--- config.mk ---
export PLATFORM = sky130hd
export DESIGN_NAME = i2c_master_bit_sequencer_top
export DESIGN_NICKNAME = d
export VERILOG_FILES = /design/src/rtl/i2cbs_pkg.sv /design/src/rtl/i2c_master_bit_sequencer_top.sv /design/src/rtl/i2cbs_core.sv
export SDC_FILE = /design/constraint.sdc
export NUM_CORES = 1
export LEC_CHECK = 0
export ABC_AREA = 1
export BUFFER_PORTS_ARGS = -buffer_cell sky130_fd_sc_hd__buf_4
export CAP_MARGIN = 15
export CORE_ASPECT_RATIO = 1.4
export CORE_MARGIN = 1.5
export CORE_UTILIZATION = 35
export DETAILED_ROUTE_END_ITERATION = 7
export GPL_TIMING_DRIVEN = 1
export HOLD_SLACK_MARGIN = 0.05
export MAX_ROUTING_LAYER = met4
export PLACE_DENSITY_LB_ADDON = 0.08
export REMOVE_ABC_BUFFERS = 1
export SYNTH_ARGS = -nofsm -noshare
export SYNTH_HDL_FRONTEND = slang
export SYNTH_HIERARCHICAL = 1
export SYNTH_SLANG_ARGS = --single-unit
--- constraint.sdc ---
create_clock -name clk_i -period 6.1 [get_ports clk_i]
set_input_delay 0.61 -clock clk_i [delete_from_list [all_inputs] [get_ports clk_i]]
set_output_delay 0.61 -clock clk_i [all_outputs]
set_load 0.02 [all_outputs]
--- src/rtl/i2cbs_pkg.sv ---
// shared types, codes and segment helpers for the i2c master bit sequencer
package i2cbs_pkg;

  // command codes
  localparam logic [2:0] CMD_START = 3'd0;
  localparam logic [2:0] CMD_STOP  = 3'd1;
  localparam logic [2:0] CMD_ACK   = 3'd2;
  localparam logic [2:0] CMD_NACK  = 3'd3;
  localparam logic [2:0] CMD_WAIT  = 3'd4;
  localparam logic [2:0] CMD_WRITE = 3'd5;
  localparam logic [2:0] CMD_READ  = 3'd6;

  // status codes
  localparam logic [1:0] ST_OK       = 2'd0;
  localparam logic [1:0] ST_BUSY     = 2'd1;
  localparam logic [1:0] ST_BUS_ERR  = 2'd2;
  localparam logic [1:0] ST_NO_ACK   = 2'd3;

  // sequence steps
  localparam logic [2:0] STEP_IDLE = 3'd0;
  localparam logic [2:0] STEP_1    = 3'd1;
  localparam logic [2:0] STEP_2    = 3'd2;
  localparam logic [2:0] STEP_3    = 3'd3;
  localparam logic [2:0] STEP_4    = 3'd4;

  localparam logic [3:0]  BITS_PER_BYTE = 4'd8;
  localparam logic [15:0] PHASE_RESET   = 16'd100;

  // one request entering the sequencer
  typedef struct packed {
    logic       cmd_valid;
    logic [2:0] command;
    logic [7:0] write_data;
    logic       sda_in;
  } item_t;

  // one result leaving the sequencer
  typedef struct packed {
    logic       scl_out;
    logic       sda_out;
    logic       busy_res;
    logic       done_res;
    logic [7:0] read_byte;
    logic [1:0] status;
  } res_t;

  // architectural state of the sequencer
  typedef struct packed {
    logic [15:0] tick_count;
    logic [2:0]  seq_step;
    logic [3:0]  bit_index;
    logic [7:0]  shift_reg;
    logic [2:0]  active_cmd;
    logic        scl_level;
    logic        sda_level;
    logic [1:0]  last_status;
    logic [7:0]  read_hold;
  } state_t;

  // drive changes on the first tick of a segment
  function automatic state_t enter_segment(state_t s);
    state_t n;
    n = s;
    unique case (s.active_cmd) inside
      CMD_START: begin
        if (s.seq_step == STEP_1) begin
          n.sda_level = 1'b1;
          n.scl_level = 1'b1;
        end else begin
          n.sda_level = 1'b0;
        end
      end
      CMD_STOP: begin
        if (s.seq_step == STEP_1)      n.scl_level = 1'b0;
        else if (s.seq_step == STEP_2) n.sda_level = 1'b0;
        else if (s.seq_step == STEP_3) n.scl_level = 1'b1;
        else                           n.sda_level = 1'b1;
      end
      CMD_ACK, CMD_NACK: begin
        if (s.seq_step == STEP_1)      n.scl_level = 1'b0;
        else if (s.seq_step == STEP_2) n.sda_level = (s.active_cmd == CMD_NACK);
        else if (s.seq_step == STEP_3) n.scl_level = 1'b1;
        else                           n.scl_level = 1'b0;
      end
      CMD_WAIT: begin
        if (s.seq_step == STEP_1)      n.scl_level = 1'b0;
        else if (s.seq_step == STEP_2) n.sda_level = 1'b1;
        else                           n.scl_level = 1'b1;
      end
      CMD_WRITE: begin
        if (s.seq_step == STEP_1) begin
          n.scl_level = 1'b0;
        end else begin
          n.sda_level = s.shift_reg[7];
          n.shift_reg = {s.shift_reg[6:0], 1'b0};
          n.scl_level = 1'b1;
        end
      end
      default: begin
        if (s.seq_step == STEP_1) begin
          n.shift_reg = {s.shift_reg[6:0], 1'b0};
          n.scl_level = 1'b0;
        end else begin
          n.scl_level = 1'b1;
        end
      end
    endcase
    n.tick_count = 16'd1;
    return n;
  endfunction

  // finish the running command with a status
  function automatic state_t complete_cmd(state_t s, logic [1:0] st);
    state_t n;
    n = s;
    n.last_status = st;
    n.seq_step    = STEP_IDLE;
    n.tick_count  = 16'd0;
    n.bit_index   = 4'd0;
    return n;
  endfunction

endpackage

--- src/rtl/i2c_master_bit_sequencer_top.sv ---
// Top level of the i2c master bit sequencer: stream ports, config register, pipeline
// Pipeline: a request is held in the input register, then its result in the result register.
// Throughput: one request per cycle while the result side accepts; the single tick of next-state logic sets the rate.
// Stalls on the output side hold the result register and back-pressure the input.
// Reset: lines released, sequencer idle, status ok, read byte 0, phase_ticks 100.
module i2c_master_bit_sequencer_top (
  input  logic        clk_i,
  input  logic        rst_ni,
  // configuration write: phase_ticks
  input  logic        cfg_valid_i,
  output logic        cfg_ready_o,
  input  logic [15:0] cfg_data_i,
  // request stream
  input  logic        s_axis_tvalid,
  output logic        s_axis_tready,
  input  logic [15:0] s_axis_tdata,  // write_data[7:0], sda_in[8], zero[15:9]
  input  logic [3:0]  s_axis_tuser,  // cmd_valid[0], command[3:1]
  // result stream
  output logic        m_axis_tvalid,
  input  logic        m_axis_tready,
  output logic [15:0] m_axis_tdata   // scl_out[0], sda_out[1], busy_res[2], done_res[3],
                                     // read_byte[11:4], status[13:12], zero[15:14]
);

  logic [15:0]      phase_ticks_q;
  logic             in_valid_q;
  i2cbs_pkg::item_t in_item_q;
  logic             out_valid_q;
  i2cbs_pkg::res_t  out_res_q;
  i2cbs_pkg::res_t  step_res;
  logic             advance;

  // config register, always writable
  assign cfg_ready_o = 1'b1;
  always_ff @(posedge clk_i or negedge rst_ni) begin
    if (!rst_ni) begin
      phase_ticks_q <= i2cbs_pkg::PHASE_RESET;
    end else if (cfg_valid_i) begin
      phase_ticks_q <= cfg_data_i;
    end
  end

  // pipeline handshake
  assign advance       = in_valid_q && (!out_valid_q || m_axis_tready);
  assign s_axis_tready = !in_valid_q || advance;

  // input register
  always_ff @(posedge clk_i or negedge rst_ni) begin
    if (!rst_ni) begin
      in_valid_q <= 1'b0;
    end else if (s_axis_tready) begin
      in_valid_q <= s_axis_tvalid;
    end
  end

  always_ff @(posedge clk_i) begin
    if (s_axis_tready && s_axis_tvalid) begin
      in_item_q.cmd_valid  <= s_axis_tuser[0];
      in_item_q.command    <= s_axis_tuser[3:1];
      in_item_q.write_data <= s_axis_tdata[7:0];
      in_item_q.sda_in     <= s_axis_tdata[8];
    end
  end

  i2cbs_core u_core (
    .clk_i         (clk_i),
    .rst_ni        (rst_ni),
    .step_en_i     (advance),
    .item_i        (in_item_q),
    .phase_ticks_i (phase_ticks_q),
    .res_o         (step_res)
  );

  // result register
  always_ff @(posedge clk_i or negedge rst_ni) begin
    if (!rst_ni) begin
      out_valid_q <= 1'b0;
    end else if (advance) begin
      out_valid_q <= 1'b1;
    end else if (m_axis_tready) begin
      out_valid_q <= 1'b0;
    end
  end

  always_ff @(posedge clk_i) begin
    if (advance) begin
      out_res_q <= step_res;
    end
  end

  assign m_axis_tvalid = out_valid_q;
  assign m_axis_tdata  = {2'b00, out_res_q.status, out_res_q.read_byte,
                          out_res_q.done_res, out_res_q.busy_res,
                          out_res_q.sda_out, out_res_q.scl_out};

endmodule

--- src/rtl/i2cbs_core.sv ---
// sequencer state and one-tick next-state logic
module i2cbs_core (
  input  logic               clk_i,
  input  logic               rst_ni,
  input  logic               step_en_i,
  input  i2cbs_pkg::item_t   item_i,
  input  logic [15:0]        phase_ticks_i,
  output i2cbs_pkg::res_t    res_o
);

  i2cbs_pkg::state_t state_q, state_d;
  logic              done;
  logic [15:0]       limit;

  // zero delay behaves as one tick
  assign limit = (phase_ticks_i == 16'd0) ? 16'd1 : phase_ticks_i;

  // one timebase tick
  always_comb begin
    state_d = state_q;
    done    = 1'b0;
    if (state_q.seq_step == i2cbs_pkg::STEP_IDLE) begin
      if (item_i.cmd_valid && (item_i.command <= i2cbs_pkg::CMD_READ)) begin
        state_d.active_cmd = item_i.command;
        state_d.bit_index  = 4'd0;
        if (item_i.command == i2cbs_pkg::CMD_WRITE) state_d.shift_reg = item_i.write_data;
        if (item_i.command == i2cbs_pkg::CMD_READ) begin
          state_d.shift_reg = 8'd0;
          state_d.sda_level = 1'b1;
        end
        state_d.seq_step = i2cbs_pkg::STEP_1;
        state_d = i2cbs_pkg::enter_segment(state_d);
      end
    end else if (state_q.tick_count < limit) begin
      state_d.tick_count = state_q.tick_count + 16'd1;
    end else begin
      unique case (state_q.active_cmd) inside
        i2cbs_pkg::CMD_START: begin
          if (state_q.seq_step == i2cbs_pkg::STEP_1 && !item_i.sda_in) begin
            state_d = i2cbs_pkg::complete_cmd(state_q, i2cbs_pkg::ST_BUSY);
            done    = 1'b1;
          end else if (state_q.seq_step == i2cbs_pkg::STEP_2 && item_i.sda_in) begin
            state_d = i2cbs_pkg::complete_cmd(state_q, i2cbs_pkg::ST_BUS_ERR);
            done    = 1'b1;
          end else if (state_q.seq_step >= i2cbs_pkg::STEP_3) begin
            state_d = i2cbs_pkg::complete_cmd(state_q, i2cbs_pkg::ST_OK);
            done    = 1'b1;
          end else begin
            state_d.seq_step = state_q.seq_step + 3'd1;
            state_d = i2cbs_pkg::enter_segment(state_d);
          end
        end
        i2cbs_pkg::CMD_STOP, i2cbs_pkg::CMD_ACK, i2cbs_pkg::CMD_NACK: begin
          if (state_q.seq_step >= i2cbs_pkg::STEP_4) begin
            state_d = i2cbs_pkg::complete_cmd(state_q, i2cbs_pkg::ST_OK);
            done    = 1'b1;
          end else begin
            state_d.seq_step = state_q.seq_step + 3'd1;
            state_d = i2cbs_pkg::enter_segment(state_d);
          end
        end
        i2cbs_pkg::CMD_WAIT: begin
          if (state_q.seq_step >= i2cbs_pkg::STEP_3) begin
            state_d.scl_level = 1'b0;
            state_d = i2cbs_pkg::complete_cmd(state_d, item_i.sda_in ?
                                              i2cbs_pkg::ST_NO_ACK : i2cbs_pkg::ST_OK);
            done    = 1'b1;
          end else begin
            state_d.seq_step = state_q.seq_step + 3'd1;
            state_d = i2cbs_pkg::enter_segment(state_d);
          end
        end
        i2cbs_pkg::CMD_WRITE: begin
          if (state_q.seq_step == i2cbs_pkg::STEP_1) begin
            state_d.seq_step = i2cbs_pkg::STEP_2;
            state_d = i2cbs_pkg::enter_segment(state_d);
          end else begin
            state_d.bit_index = state_q.bit_index + 4'd1;
            if (state_d.bit_index >= i2cbs_pkg::BITS_PER_BYTE) begin
              state_d.scl_level = 1'b0;
              state_d = i2cbs_pkg::complete_cmd(state_d, i2cbs_pkg::ST_OK);
              done    = 1'b1;
            end else begin
              state_d.seq_step = i2cbs_pkg::STEP_1;
              state_d = i2cbs_pkg::enter_segment(state_d);
            end
          end
        end
        default: begin
          if (state_q.seq_step == i2cbs_pkg::STEP_1) begin
            state_d.seq_step = i2cbs_pkg::STEP_2;
            state_d = i2cbs_pkg::enter_segment(state_d);
          end else begin
            state_d.shift_reg = {state_q.shift_reg[7:1],
                                 state_q.shift_reg[0] | item_i.sda_in};
            state_d.bit_index = state_q.bit_index + 4'd1;
            if (state_d.bit_index >= i2cbs_pkg::BITS_PER_BYTE) begin
              state_d.scl_level = 1'b0;
              state_d.read_hold = state_d.shift_reg;
              state_d = i2cbs_pkg::complete_cmd(state_d, i2cbs_pkg::ST_OK);
              done    = 1'b1;
            end else begin
              state_d.seq_step = i2cbs_pkg::STEP_1;
              state_d = i2cbs_pkg::enter_segment(state_d);
            end
          end
        end
      endcase
    end
  end

  // result seen after this tick
  always_comb begin
    res_o.scl_out   = state_d.scl_level;
    res_o.sda_out   = state_d.sda_level;
    res_o.busy_res  = (state_d.seq_step != i2cbs_pkg::STEP_IDLE);
    res_o.done_res  = done;
    res_o.read_byte = state_d.read_hold;
    res_o.status    = state_d.last_status;
  end

  // state register
  always_ff @(posedge clk_i or negedge rst_ni) begin
    if (!rst_ni) begin
      state_q.tick_count  <= 16'd0;
      state_q.seq_step    <= i2cbs_pkg::STEP_IDLE;
      state_q.bit_index   <= 4'd0;
      state_q.shift_reg   <= 8'd0;
      state_q.active_cmd  <= i2cbs_pkg::CMD_START;
      state_q.scl_level   <= 1'b1;
      state_q.sda_level   <= 1'b1;
      state_q.last_status <= i2cbs_pkg::ST_OK;
      state_q.read_hold   <= 8'd0;
    end else if (step_en_i) begin
      state_q <= state_d;
    end
  end

endmodule

==> results_tabular.tex, run 1 <==
\begin{tabular}{lr}
\hline
Metric & Value \\
\hline
\multicolumn{2}{l}{\textbf{Floorplan}} \\
\quad Die area & 16310 um2 \\
\quad Io pins & 60 \\
\quad Placement row count & between 50 and 60 \\
\quad Height of the die & 150.5 um \\
\quad Core area & $\sim$15000 um2 \\
\quad Starting Density & 0.3598 \\
\quad Horizontal die dimension & 108.4 um \\
\multicolumn{2}{l}{\textbf{Clock network}} \\
\quad Number of sinks on the clock net & 91 \\
\quad Clock tree root driver cell & sky130\_fd\_sc\_hd\_\_clkbuf\_16 \\
\quad Clock slew at reported path FFs & 70 ps \\
\quad CTS max path bufs & 2 \\
\quad Later-pin clock latency in the skew report & 340 ps \\
\quad TritonCTS clock tree & yes \\
\quad Setup repair bufs after CTS & 0 \\
\quad CTS H-tree lvls & 3 \\
\quad Total clock buffers created by CTS & 9 \\
\quad CTS hold repair buffers & 0 \\
\quad Number of gates resized after cts & 0 \\
\multicolumn{2}{l}{\textbf{Critical path}} \\
\quad Depth of the worst register-to-register path & 13 \\
\quad Highest net fanout along the worst path & 12 \\
\quad Cell Chain, Critical Path & inv\_1 -> ha\_1 -> inv\_1 -> nor2\_4 -> nand2\_2 -> nand2\_2 -> inv\_1 -> o31ai\_1 -> nor4\_1 -> nand2\_1 -> inv\_1 -> nand4\_1 -> nand2\_1 \\
\quad Path type of the worst setup path & flip-flop to flip-flop \\
\quad Data arrival time of the critical path & $\sim$3000 ps \\
\quad Startpoint of the most critical register-to-register path & u\_core/state\_q[28] \\
\quad Element type at the critical path start & flip-flop \\
\quad Worst R2R Setup Slack & 3360 ps \\
\quad Highest cell delay on the worst timing path & 470 ps \\
\quad Critical Path Slowest Stage Cell & sky130\_fd\_sc\_hd\_\_dfrtp\_1 \\
\quad Top cell by count, worst path & sky130\_fd\_sc\_hd\_\_inv\_1 \\
\quad Destination of the worst register-to-register timing path & u\_core/state\_q[25] \\
\quad Kind of end point of the critical path & flip-flop \\
\quad CP Data Required Time & 6380 ps \\
\multicolumn{2}{l}{\textbf{Synth}} \\
\quad Average instance area after synthesis & 8.205 um2 \\
\quad Share of flip-flops with an asynchronous set or reset after synthesis & 0.7033 \\
\quad Synthesized area & 5440 um2 \\
\quad Yosys Warn Count & 6 \\
\quad Number of register bits inferred by synthesis & 91 \\
\quad Primary FF master, synth & sky130\_fd\_sc\_hd\_\_dfrtp\_1 \\
\quad Synthesized instance count & 663 \\
\quad Distinct cell type count of the synthesized netlist & 46 \\
\quad EDFF count, synth & 27 \\
\quad Sequential cell area fraction in the yosys report & 0.4446 \\
\multicolumn{2}{l}{\textbf{Cells and area}} \\
\quad Post-layout nets & 757 \\
\quad Diode count & 0 \\
\quad Most frequent standard cell in the layout excluding fill and tap cells & sky130\_fd\_sc\_hd\_\_nand2\_1 \\
\quad Number of inserted filler cells in the final layout & roughly 1.6k \\
\quad Final core area utilization & 0.4070 \\
\quad Layout Area Growth over Synthesis & 13.11\% \\
\quad Proportion of layout cells with a drive suffix above 1 & 0.1745 \\
\quad Most used cells in the layout excluding fill and tap cells & 166 x sky130\_fd\_sc\_hd\_\_nand2\_1, 92 x sky130\_fd\_sc\_hd\_\_inv\_1, 59 x sky130\_fd\_sc\_hd\_\_dfrtp\_1 \\
\multicolumn{2}{l}{\textbf{Drt}} \\
\quad Max layer used & met4 \\
\quad Post-DRT Antenna Nets & 0 \\
\quad DRC violations left & 0 \\
\quad Met2 layer wire length in the routed design & 6.644 mm \\
\quad Via-per-instance ratio & 4.819 \\
\quad TritonRoute pass-1 iters & 4 \\
\quad Detailed-route via count & between 4k and 5k \\
\quad WL per Instance & 14.36 um \\
\quad First DRT Iteration DRCs & 226 \\
\quad Met1 routed wirelength after detailed routing & approximately 5.7 mm \\
\quad Routed wl met3 & 300 um \\
\quad Final Routed Wirelength & 12.79 mm \\
\multicolumn{2}{l}{\textbf{Timing}} \\
\quad Setup repair after global routing missed its margin & false \\
\quad Final-layout worst hold slack & 389.4 ps \\
\quad Min cycle time layout & 2741 ps \\
\quad Count of endpoints failing hold in the final timing report & 0 \\
\quad Summed negative setup slack over all endpoints & 0 ps \\
\quad Final worst clock skew & 9.941 ps \\
\quad Smallest setup slack after layout & 3359 ps \\
\quad Share of the clock period used by the worst path & 0.4493 \\
\quad Achievable clock frequency & 364.9 MHz \\
\quad Headroom to the max-slew limit & 0.4241 \\
\quad Pins over their slew limit & 0 \\
\quad Worst-margin pin slew & between 800 and 900 ps \\
\quad Count of endpoints failing setup in the final report & 0 \\
\multicolumn{2}{l}{\textbf{Hold path}} \\
\quad Min-delay worst type & primary input to async pin \\
\multicolumn{2}{l}{\textbf{Global route}} \\
\quad First-pass GRT wire length & 21.29 mm \\
\quad Via count of the first global-routing pass & 4349 \\
\quad Largest net degree at the start of global routing & 65 \\
\quad Sum of overflow across all layers after global routing & 0 \\
\quad Total Routing Usage GR & 0.1737 \\
\quad Number of antenna violations at the first check in global routing & 0 \\
\multicolumn{2}{l}{\textbf{Pwr}} \\
\quad Total power & 2.180 mW \\
\quad Leakage power & 2.951 nW \\
\quad Power per unit of standard cell area & 354.3 nW/um2 \\
\quad Worst vdd ir & roughly 0.12 mV \\
\multicolumn{2}{l}{\textbf{Run}} \\
\quad Maximum Capacitance Violations & 0 \\
\multicolumn{2}{l}{\textbf{Placed design}} \\
\quad Worst setup timing slack at the placement stage & $\sim$3200 ps \\
\quad Number of buffers inserted by port buffering & 49 \\
\quad Gp weighted congestion & 0.8785 \\
\quad Detail Placement HPWL & 9.518 mm \\
\multicolumn{2}{l}{\textbf{Run status}} \\
\quad Outcome & completed \\
\hline
\end{tabular}
[Yosys cell counts, types with 2 or more instances]
cell type / count / share of area
sky130_fd_sc_hd__o21ai_2: 10 / 0.016
sky130_fd_sc_hd__buf_6: 5 / 0.010
sky130_fd_sc_hd__inv_2: 3 / 0.0021
sky130_fd_sc_hd__xor2_1: 11 / 0.018
sky130_fd_sc_hd__a31oi_1: 2 / 0.0023
sky130_fd_sc_hd__conb_1: 2 / 0.0014
sky130_fd_sc_hd__buf_2: 5 / 0.0046
sky130_fd_sc_hd__edfxtp_1: 27 / 0.15
sky130_fd_sc_hd__dfstp_2: 5 / 0.024
sky130_fd_sc_hd__nor2_1: 52 / 0.036
sky130_fd_sc_hd__nand2_4: 4 / 0.0083
sky130_fd_sc_hd__nor2_2: 3 / 0.0035
sky130_fd_sc_hd__inv_1: 92 / 0.063
sky130_fd_sc_hd__nor3b_2: 2 / 0.0046
sky130_fd_sc_hd__or2_2: 3 / 0.0035
sky130_fd_sc_hd__nand4_1: 9 / 0.010
sky130_fd_sc_hd__nor4_1: 3 / 0.0035
sky130_fd_sc_hd__nand3_1: 31 / 0.029
sky130_fd_sc_hd__clkbuf_1: 3 / 0.0021
sky130_fd_sc_hd__nor3_1: 14 / 0.013
sky130_fd_sc_hd__o21ai_1: 2 / 0.0018
sky130_fd_sc_hd__nand2_2: 15 / 0.017
sky130_fd_sc_hd__o31ai_1: 3 / 0.0041
sky130_fd_sc_hd__buf_4: 17 / 0.023
sky130_fd_sc_hd__o211ai_1: 10 / 0.014
sky130_fd_sc_hd__o21ai_0: 43 / 0.040
sky130_fd_sc_hd__a21oi_1: 19 / 0.017
sky130_fd_sc_hd__ha_1: 22 / 0.051
sky130_fd_sc_hd__nor2_4: 2 / 0.0041
sky130_fd_sc_hd__dfrtp_1: 59 / 0.27
sky130_fd_sc_hd__nand2_1: 166 / 0.11
sky130_fd_sc_hd__a211oi_1: 4 / 0.0055
sky130_fd_sc_hd__inv_4: 2 / 0.0023
[through the flow]
step / std cells / instance area [um2]
2_1_floorplan: 633 / 5209
3_3_place_gp: 875 / 5828
3_5_place_dp: 875 / 5828
4_1_cts: 891 / 6153
5_1_grt: 891 / 6153
6_report: 891 / 6153
[state kept, by name, summed over array words and instances, names as in the netlist]
signal	count
in_valid_q	1
in_item_q	13
m_axis_tdata	14
phase_ticks_q	16
m_axis_tvalid	1
u_core/state_q	46
[area by class of cell]
class	count	area [um2]	area share
multi-input cells	445	2425	0.3941
flip-flops and latches	91	2419	0.3930
repair buffers	50	375.4	0.06100
inverters	97	369.1	0.05998
well taps	192	240.2	0.03904
clock buffers	10	229.0	0.03721
clock inverters	6	96.34	0.01566
[logic make-up (layout without fill, tap and decap cells)]
family	count (synthesis)	count (layout)	synth area share
AOI/OAI and AO/OA	96	96	0.1053
xor gates and xnor gates	11	11	0.01771
adders and majority gates	22	22	0.05060
buffers and inverters	128	163	0.1111
DFF	91	91	0.4446
other	2	3	0.001380
and+or+nand+nor	313	313	0.2693
[critical path: cells and delay by family, from the launching register on]
kind,cells,cell delay (ps)
DFF,1,470
buffers and inverters,4,780
adders and majority gates,1,220
and+or+nand+nor,7,1010
AOI/OAI and AO/OA,1,190
[power by group]
group          internal (mW)  switching, mW  leakage, nW
combinational          0.240          0.530         1.72
sequential             0.717         0.0805         1.07
clock                  0.365          0.248        0.155
total                   1.32          0.858         2.95
[worst max-delay path by stage]
stage                         end               start  slack [ps]
2_1_floorplan  u_core/state_q[25]       m_axis_tready        2620
3_3_place_gp   u_core/state_q[25]       m_axis_tready        3190
3_5_place_dp   u_core/state_q[25]       m_axis_tready        3170
4_1_cts        u_core/state_q[25]  u_core/state_q[27]        3390
5_1_grt        u_core/state_q[25]  u_core/state_q[28]        3060
6_report       u_core/state_q[25]  u_core/state_q[28]        3360
[metal layers]
metal | up-vias | track usage
met1 | 2027 | 0.2060
met5 | - | -
li1 | 2192 | -
met2 | 60 | 0.3032
met3 | 15 | 0.02597
met4 | 0 | 0.05132
Note: power is estimated with default switching activity, not from simulation.
==> inputs of run 2 (changes only) <==
==> constraint.sdc (replaced) <==
create_clock -name clk_i -period 2.51 [get_ports clk_i]
set_input_delay 0.251 -clock clk_i [delete_from_list [all_inputs] [get_ports clk_i]]
set_output_delay 0.251 -clock clk_i [all_outputs]
set_load 0.02 [all_outputs]
==> run 2 against run 1 <==
Core utilization up 0.89 points. Sequential share of layout area down 0.82 points. The flow now finishes with violations (hold timing). Worst hold slack worse by 390 ps. Via count up 3.1%. Power up 140%. Non-clock buffer count up 19. Final area up 2.2%. Setup slack worse by 3200 ps. Combinational power rose to 2.6 times the previous value. Largest power group is now combinational cells. Sequential power up 140%. Clock skew about the same.
==> results_tabular.tex, run 2 (synthesis results as in run 1) <==
\begin{tabular}{lr}
\hline
Metric & Value \\
\hline
\multicolumn{2}{l}{\textbf{Run status}} \\
\quad Outcome & finished with violations \\
\quad Violated checks & hold timing \\
\multicolumn{2}{l}{\textbf{Pwr}} \\
\quad Power share of the combinational group & 0.384 (+0.031) \\
\quad Psw & 2.121 mW (+150\%) \\
\quad Worst vdd ir & 0.3208 mV (+160\%) \\
\quad Proportion of power drawn by the clock network & 0.253 (-0.028) \\
\quad Power Internal & 3.130 mW (+140\%) \\
\quad Sequential cell fraction of total power & 0.363 (-0.003) \\
\quad Total power & 5.251 mW (+140\%) \\
\quad Power per unit of standard cell area & 835.2 nW/um2 (+140\%) \\
\quad Leakage power & 3.060 nW (+3.7\%) \\
\quad Proportion of total power due to net switching & 0.4040 (+0.01048) \\
\multicolumn{2}{l}{\textbf{Drt}} \\
\quad Via-per-instance ratio & 4.865 (+0.94\%) \\
\quad Detailed-route via count & 4427 (+3.1\%) \\
\quad WL per Instance & 14.37 um (about the same) \\
\quad Final Routed Wirelength & 13.08 mm (+2.2\%) \\
\quad DRC violations left & 0 (unchanged) \\
\quad TritonRoute pass-1 iters & 5 (+1) \\
\quad First DRT Iteration DRCs & 156 (-31\%) \\
\quad Post-DRT Antenna Nets & 0 (unchanged) \\
\multicolumn{2}{l}{\textbf{Timing}} \\
\quad Min cycle time layout & 2312 ps (-429.0 ps) \\
\quad Count of endpoints failing hold in the final timing report & 3 (+3) \\
\quad Final-layout worst hold slack & -0.9216 ps (-390.3 ps) \\
\quad Count of endpoints failing setup in the final report & 0 (unchanged) \\
\quad Summed negative setup slack over all endpoints & 0 ps (unchanged) \\
\quad Pins over their slew limit & 0 (unchanged) \\
\quad Worst-margin pin slew & 881.7 ps (+17.88 ps) \\
\quad Achievable clock frequency & 432.6 MHz (+19\%) \\
\quad Setup repair after global routing missed its margin & false \\
\quad Share of the clock period used by the worst path & 0.9209 (+0.4717) \\
\quad Headroom to the max-slew limit & 0.4122 (-0.01192) \\
\quad Final worst clock skew & 10.19 ps (+0.2458 ps) \\
\multicolumn{2}{l}{\textbf{Cells and area}} \\
\quad Number of inserted filler cells in the final layout & 1594 (+1.0\%) \\
\quad Register with the most flip-flops & u\_core/state\_q \\
\quad Post-layout nets & 776 (+2.5\%) \\
\quad Layout Area Growth over Synthesis & 15.57\% \\
\quad Diode count & 0 (unchanged) \\
\quad Proportion of layout cells with a drive suffix above 1 & 0.2006 (+0.02602) \\
\quad Most used cells in the layout excluding fill and tap cells & 166 x sky130\_fd\_sc\_hd\_\_nand2\_1, 90 x sky130\_fd\_sc\_hd\_\_inv\_1, 67 x sky130\_fd\_sc\_hd\_\_buf\_4 \\
\quad Most frequent standard cell in the layout excluding fill and tap cells & sky130\_fd\_sc\_hd\_\_nand2\_1 \\
\quad Number of flip-flops under the largest register name & 46 (unchanged) \\
\multicolumn{2}{l}{\textbf{Critical path}} \\
\quad Highest net fanout along the worst path & 5 (-7) \\
\quad Highest cell delay on the worst timing path & 410 ps (-60 ps) \\
\quad Critical Path Slowest Stage Cell & sky130\_fd\_sc\_hd\_\_dfrtp\_1 \\
\quad Kind of end point of the critical path & flip-flop \\
\quad Data arrival time of the critical path & 2410 ps (-610 ps) \\
\quad Element type at the critical path start & flip-flop \\
\quad CP Data Required Time & 2610 ps (-3770 ps) \\
\quad Path type of the worst setup path & flip-flop to flip-flop \\
\quad Cell Chain, Critical Path & buf\_4 -> ha\_1 -> ha\_1 -> nand3\_1 -> nand2\_1 -> o21ai\_0 -> nand4\_1 -> o21ai\_0 -> inv\_1 -> nand4\_1 -> nand2\_1 -> nand3b\_1 -> nand3\_1 \\
\quad Depth of the worst register-to-register path & 13 (unchanged) \\
\multicolumn{2}{l}{\textbf{Clock network}} \\
\quad Number of sinks on the clock net & 91 (unchanged) \\
\quad Clock tree root driver cell & sky130\_fd\_sc\_hd\_\_clkbuf\_16 \\
\quad CTS max path bufs & 2 (unchanged) \\
\quad Later-pin clock latency in the skew report & 360 ps (+20 ps) \\
\quad Total clock buffers created by CTS & 9 (unchanged) \\
\quad CTS H-tree lvls & 3 (unchanged) \\
\quad TritonCTS clock tree & yes \\
\quad Clock slew at reported path FFs & 70 ps (about the same) \\
\multicolumn{2}{l}{\textbf{Placed design}} \\
\quad Number of buffers inserted by port buffering & 49 (unchanged) \\
\quad Gp weighted congestion & 0.9048 (+3.0\%) \\
\quad Detail Placement HPWL & 9.715 mm (+2.1\%) \\
\multicolumn{2}{l}{\textbf{Floorplan}} \\
\quad Placement row count & 53 (unchanged) \\
\quad Height of the die & 150.5 um (unchanged) \\
\quad Die area & 16310 um2 (unchanged) \\
\quad Starting Density & 0.3598 (unchanged) \\
\quad Core area & 15120 um2 (unchanged) \\
\quad Horizontal die dimension & 108.4 um (unchanged) \\
\quad Io pins & 60 (unchanged) \\
\multicolumn{2}{l}{\textbf{Run}} \\
\quad Maximum Capacitance Violations & 0 (unchanged) \\
\multicolumn{2}{l}{\textbf{Global route}} \\
\quad First-pass GRT wire length & 21.52 mm (+1.1\%) \\
\quad Sum of overflow across all layers after global routing & 0 (unchanged) \\
\quad Number of antenna violations at the first check in global routing & 0 (unchanged) \\
\quad Total Routing Usage GR & 0.1785 (+0.004870) \\
\quad Via count of the first global-routing pass & 4318 (-0.71\%) \\
\quad Largest net degree at the start of global routing & 65 (unchanged) \\
\multicolumn{2}{l}{\textbf{Hold path}} \\
\quad Min-delay worst type & primary input to async pin \\
\hline
\end{tabular}
[run 2: cell count changes in the layout (fill, tap and decap cells not counted), moves of 2 or more]
| cell | before | now |
|---|---|---|
| sky130_fd_sc_hd__buf_4 | 50 | 67 |
| sky130_fd_sc_hd__bufinv_16 | 2 | 0 |
| sky130_fd_sc_hd__nor3b_2 | 2 | 0 |
| sky130_fd_sc_hd__nor3b_4 | 0 | 2 |
| sky130_fd_sc_hd__inv_1 | 92 | 90 |
[run 2: final timing paths]
| path | from | endpoint | slack, ps |
|---|---|---|---|
| worst max-delay path | u_core/state_q[27] | m_axis_tdata[1] | 200 |
| worst min-delay path | rst_ni | u_core/state_q[39] | -0.9 |
| worst max register to register | u_core/state_q[27] | m_axis_tdata[1] | 200 |
| worst min register to register | phase_ticks_q[5] | phase_ticks_q[5] | 480 |
| max in group asynchronous | rst_ni | u_core/state_q[28] | 1900 |
| min in group clk_i | s_axis_tdata[3] | in_item_q[4] | 60 |
[run 2: power groups by stage]
stage | combinational, mW | sequential [mW] | clock (mW)
after detailed placement | 1.97 | 1.94 | 0
final | 2.02 | 1.91 | 1.33
after CTS | 1.98 | 1.91 | 1.37
after global routing | 2.26 | 1.94 | 1.43
after global placement | 1.99 | 1.94 | 0
after floorplan | 1.31 | 1.94 | 0
[run 2: timing repair]
action / in CTS / in global routing
endpoints found under the hold margin: 1 / 0
buffers inserted: 0 / 4
hold buffers: 1 / 0
resized for setup: 0 / 5
endpoints found under the setup margin: 0 / 11
[run 2: worst max-delay path: cells and delay by family, from the launching register on]
kind	cells	cell delay, ps
simple gates	7	730
fa+ha+maj	2	560
flops	1	410
buf+inv	2	210
compound gates	2	150
[run 2: layer usage]
metal | share of wire | track usage | wire length, um | up-vias
met5 | 0 | - | 0 | -
met4 | 0.016 | 0.07105 | 204 | 0
met3 | 0.031 | 0.03117 | 407 | 14
met2 | 0.53 | 0.3114 | 6943 | 86
met1 | 0.42 | 0.2015 | 5521 | 2099
li1 | - | - | - | 2228
[run 2: per-stage QoR]
step	instances	util	setup WS, ps	instance area (um2)
floorplan	633	-	-837.1	5209
global placement	889	0.3924	177.1	5933
detailed placement	889	0.3924	80.05	5933
CTS	906	0.4119	71.96	6227
global route	910	0.4158	20.93	6287
finish	910	0.4158	198.5	6287
[run 2: cell type report]
type                            instances  area [um2]  share of cell area
Tap cell                              192       240.2             0.03821
Timing Repair Buffer                   69       533.0             0.08478
Clock buffer                            9       225.2             0.03582
Multi-Input combinational cell        445        2437              0.3877
Sequential cell                        91        2420              0.3849
Clock inverter                          7       58.81            0.009353
Inverter                               97       372.9             0.05930
==> inputs of run 3 (changes only) <==
==> constraint.sdc (replaced) <==
create_clock -name clk_i -period 3 [get_ports clk_i]
set_input_delay 0.3 -clock clk_i [delete_from_list [all_inputs] [get_ports clk_i]]
set_output_delay 0.3 -clock clk_i [all_outputs]
set_load 0.02 [all_outputs]
==> run 3 against run 2 <==
The flow now finishes without violations. Power decreased by 19%. Critical path depth unchanged. Clock power down 17%. Sequential share of layout area increased by 1.0 points. Core utilization decreased by 1.1 points. Sequential power fell by 16%. Register-to-register slack improved by 210 ps. First-iteration DRC count is 39% higher. Combinational power decreased by 24%. Clock-buffer cell count grew 1. Setup slack improved by 210 ps. Global-route usage shrank 0.13 points. Highest routed layer unchanged.
==> results_tabular.tex, run 3 (synthesis results as in run 1) <==
\begin{tabular}{lr}
\hline
Metric & Value \\
\hline
\multicolumn{2}{l}{\textbf{Drt}} \\
\quad WL per Instance & 14.33 um (-0.24\%) \\
\quad TritonRoute pass-1 iters & 4 (-1) \\
\quad Post-DRT Antenna Nets & 0 (unchanged) \\
\quad Detailed-route via count & 4284 (-3.2\%) \\
\quad Via-per-instance ratio & 4.797 (-1.4\%) \\
\quad Final Routed Wirelength & 12.80 mm (-2.1\%) \\
\quad DRC violations left & 0 (unchanged) \\
\quad First DRT Iteration DRCs & 217 (+39\%) \\
\multicolumn{2}{l}{\textbf{Critical path}} \\
\quad Highest net fanout along the worst path & 12 (+7) \\
\quad Critical Path Slowest Stage Cell & sky130\_fd\_sc\_hd\_\_dfrtp\_1 \\
\quad Cell Chain, Critical Path & inv\_1 -> ha\_1 -> inv\_1 -> nor2\_4 -> nand2\_2 -> nand2\_2 -> inv\_1 -> o31ai\_1 -> nor4\_1 -> nand2\_1 -> inv\_1 -> nand4\_1 -> nand2\_1 \\
\quad Buf/Inv on CP & 4 (+2) \\
\quad Data arrival time of the critical path & 2890 ps (+480 ps) \\
\quad Kind of end point of the critical path & flip-flop \\
\quad Depth of the critical timing path with buffers and inverters included & 13 (unchanged) \\
\quad CP Data Required Time & 3300 ps (+690 ps) \\
\quad Top cell by count, worst path & sky130\_fd\_sc\_hd\_\_inv\_1 \\
\quad Path type of the worst setup path & flip-flop to flip-flop \\
\quad Depth of the worst register-to-register path & 13 (unchanged) \\
\quad Kind of cell adding the most delay to the critical path & simple AND/OR/NAND/NOR gates \\
\quad Highest cell delay on the worst timing path & 450 ps (+40 ps) \\
\quad Element type at the critical path start & flip-flop \\
\multicolumn{2}{l}{\textbf{Placed design}} \\
\quad Detail Placement HPWL & 9.470 mm (-2.5\%) \\
\quad Gp weighted congestion & 0.8692 (-3.9\%) \\
\quad Number of buffers inserted by port buffering & 49 (unchanged) \\
\quad Inst Count DP & 877 (-1.3\%) \\
\quad Worst setup timing slack at the placement stage & 384.8 ps (+304.7 ps) \\
\multicolumn{2}{l}{\textbf{Clock network}} \\
\quad Setup repair bufs after CTS & 0 (unchanged) \\
\quad Total clock buffers created by CTS & 9 (unchanged) \\
\quad Clock tree root driver cell & sky130\_fd\_sc\_hd\_\_clkbuf\_16 \\
\quad CTS H-tree lvls & 3 (unchanged) \\
\quad Later-pin clock latency in the skew report & 360 ps (about the same) \\
\quad CTS max path bufs & 2 (unchanged) \\
\quad Number of sinks on the clock net & 91 (unchanged) \\
\quad TritonCTS clock tree & yes \\
\quad Number of gates resized after cts & 0 (unchanged) \\
\quad Clock slew at reported path FFs & 70 ps (about the same) \\
\quad CTS hold repair buffers & 0 (-1) \\
\multicolumn{2}{l}{\textbf{Floorplan}} \\
\quad Starting Density & 0.3598 (unchanged) \\
\quad Height of the die & 150.5 um (unchanged) \\
\quad Core area & 15120 um2 (unchanged) \\
\quad Placement row count & 53 (unchanged) \\
\quad Io pins & 60 (unchanged) \\
\quad Die area & 16310 um2 (unchanged) \\
\quad Horizontal die dimension & 108.4 um (unchanged) \\
\multicolumn{2}{l}{\textbf{Timing}} \\
\quad Setup repair after global routing missed its margin & false \\
\quad Final-layout worst hold slack & 62.19 ps (+63.11 ps) \\
\quad Min cycle time layout & 2590 ps (+278.7 ps) \\
\quad Count of endpoints failing hold in the final timing report & 0 (-3) \\
\quad Headroom to the max-slew limit & 0.4180 (+0.005791) \\
\quad Pins over their slew limit & 0 (unchanged) \\
\quad Share of the clock period used by the worst path & 0.8634 (-0.05753) \\
\quad Achievable clock frequency & 386.1 MHz (-11\%) \\
\quad Smallest setup slack after layout & 409.8 ps (+211.3 ps) \\
\quad Worst-margin pin slew & 873.0 ps (-8.685 ps) \\
\quad Final worst clock skew & 14.06 ps (+3.872 ps) \\
\quad Count of endpoints failing setup in the final report & 0 (unchanged) \\
\multicolumn{2}{l}{\textbf{Run}} \\
\quad Maximum Capacitance Violations & 0 (unchanged) \\
\multicolumn{2}{l}{\textbf{Cells and area}} \\
\quad Number of flip-flops under the largest register name & 46 (unchanged) \\
\quad Most used cells in the layout excluding fill and tap cells & 166 x sky130\_fd\_sc\_hd\_\_nand2\_1, 92 x sky130\_fd\_sc\_hd\_\_inv\_1, 59 x sky130\_fd\_sc\_hd\_\_dfrtp\_1 \\
\quad Diode count & 0 (unchanged) \\
\quad Number of inserted filler cells in the final layout & 1581 (-0.82\%) \\
\quad Post-layout nets & 759 (-2.2\%) \\
\quad Proportion of layout cells with a drive suffix above 1 & 0.1769 (-0.02367) \\
\quad Final core area utilization & 0.4048 (-0.01109) \\
\quad Register with the most flip-flops & u\_core/state\_q \\
\quad Number of cells in the finished layout apart from fillers & 893 (-1.9\%) \\
\quad Most frequent standard cell in the layout excluding fill and tap cells & sky130\_fd\_sc\_hd\_\_nand2\_1 \\
\quad Layout Area Growth over Synthesis & 12.49\% \\
\multicolumn{2}{l}{\textbf{Global route}} \\
\quad Number of antenna violations at the first check in global routing & 0 (unchanged) \\
\quad Via count of the first global-routing pass & 4283 (-0.81\%) \\
\quad Sum of overflow across all layers after global routing & 0 (unchanged) \\
\quad Largest net degree at the start of global routing & 65 (unchanged) \\
\quad Total Routing Usage GR & 0.1772 (-0.001327) \\
\quad First-pass GRT wire length & 21.27 mm (-1.2\%) \\
\multicolumn{2}{l}{\textbf{Run status}} \\
\quad Outcome & completed \\
\multicolumn{2}{l}{\textbf{Pwr}} \\
\quad Worst vdd ir & 0.2606 mV (-19\%) \\
\quad Leakage power & 2.936 nW (-4.1\%) \\
\quad Power per unit of standard cell area & 693.7 nW/um2 (-17\%) \\
\quad Total power & 4.245 mW (-19\%) \\
\multicolumn{2}{l}{\textbf{Hold path}} \\
\quad Min-delay worst type & primary input to async pin \\
\hline
\end{tabular}
## run 3: cell count changes in the layout (fill, tap and decap cells not counted), sizes merged
| cell | before | now |
|---|---|---|
| inv | 99 | 100 |
| clkinv | 3 | 1 |
| dlygate4sd3 | 1 | 0 |
| buf | 68 | 52 |
| clkbuf | 9 | 10 |
## run 3: through the flow
| stage | instance area (um2) | setup TNS, ps |
|---|---|---|
| after global routing | 6120 | 0 |
| after CTS | 6120 | 0 |
| after floorplan | 5209 | -3818 |
| final | 6120 | 0 |
| after detailed placement | 5843 | 0 |
| after global placement | 5843 | 0 |
## run 3: layout make-up
type	instances	area (um2)	area share
clock buffer	10	229.0	0.03742
inverter	97	369.1	0.06031
tap	192	240.2	0.03926
sequential	91	2419	0.3952
timing repair buffer	52	390.4	0.06379
multi-input combinational	445	2425	0.3962
clock inverter	6	47.55	0.007769
## run 3: routing by layer
layer / track usage / vias up / routed length (um)
met5: - / - / 0
met2: 0.3013 / 61 / 6510
met3: 0.03333 / 17 / 358
li1: - / 2198 / -
met1: 0.2061 / 2008 / 5687
met4: 0.06842 / 0 / 246
## run 3: worst paths after layout
path / startpoint / to / slack (ps)
worst max-delay path: u_core/state_q[28] / u_core/state_q[25] / 410
worst min-delay path: rst_ni / u_core/state_q[43] / 60
worst max register to register: u_core/state_q[28] / u_core/state_q[25] / 410
worst min register to register: phase_ticks_q[5] / phase_ticks_q[5] / 480
max in group asynchronous: rst_ni / u_core/state_q[22] / 2360
min in group clk_i: s_axis_tdata[6] / in_item_q[7] / 110
## run 3: power breakdown
group	internal (mW)	switching (mW)
Combinational	0.493	1.05
Clock	0.571	0.531
Sequential	1.45	0.155
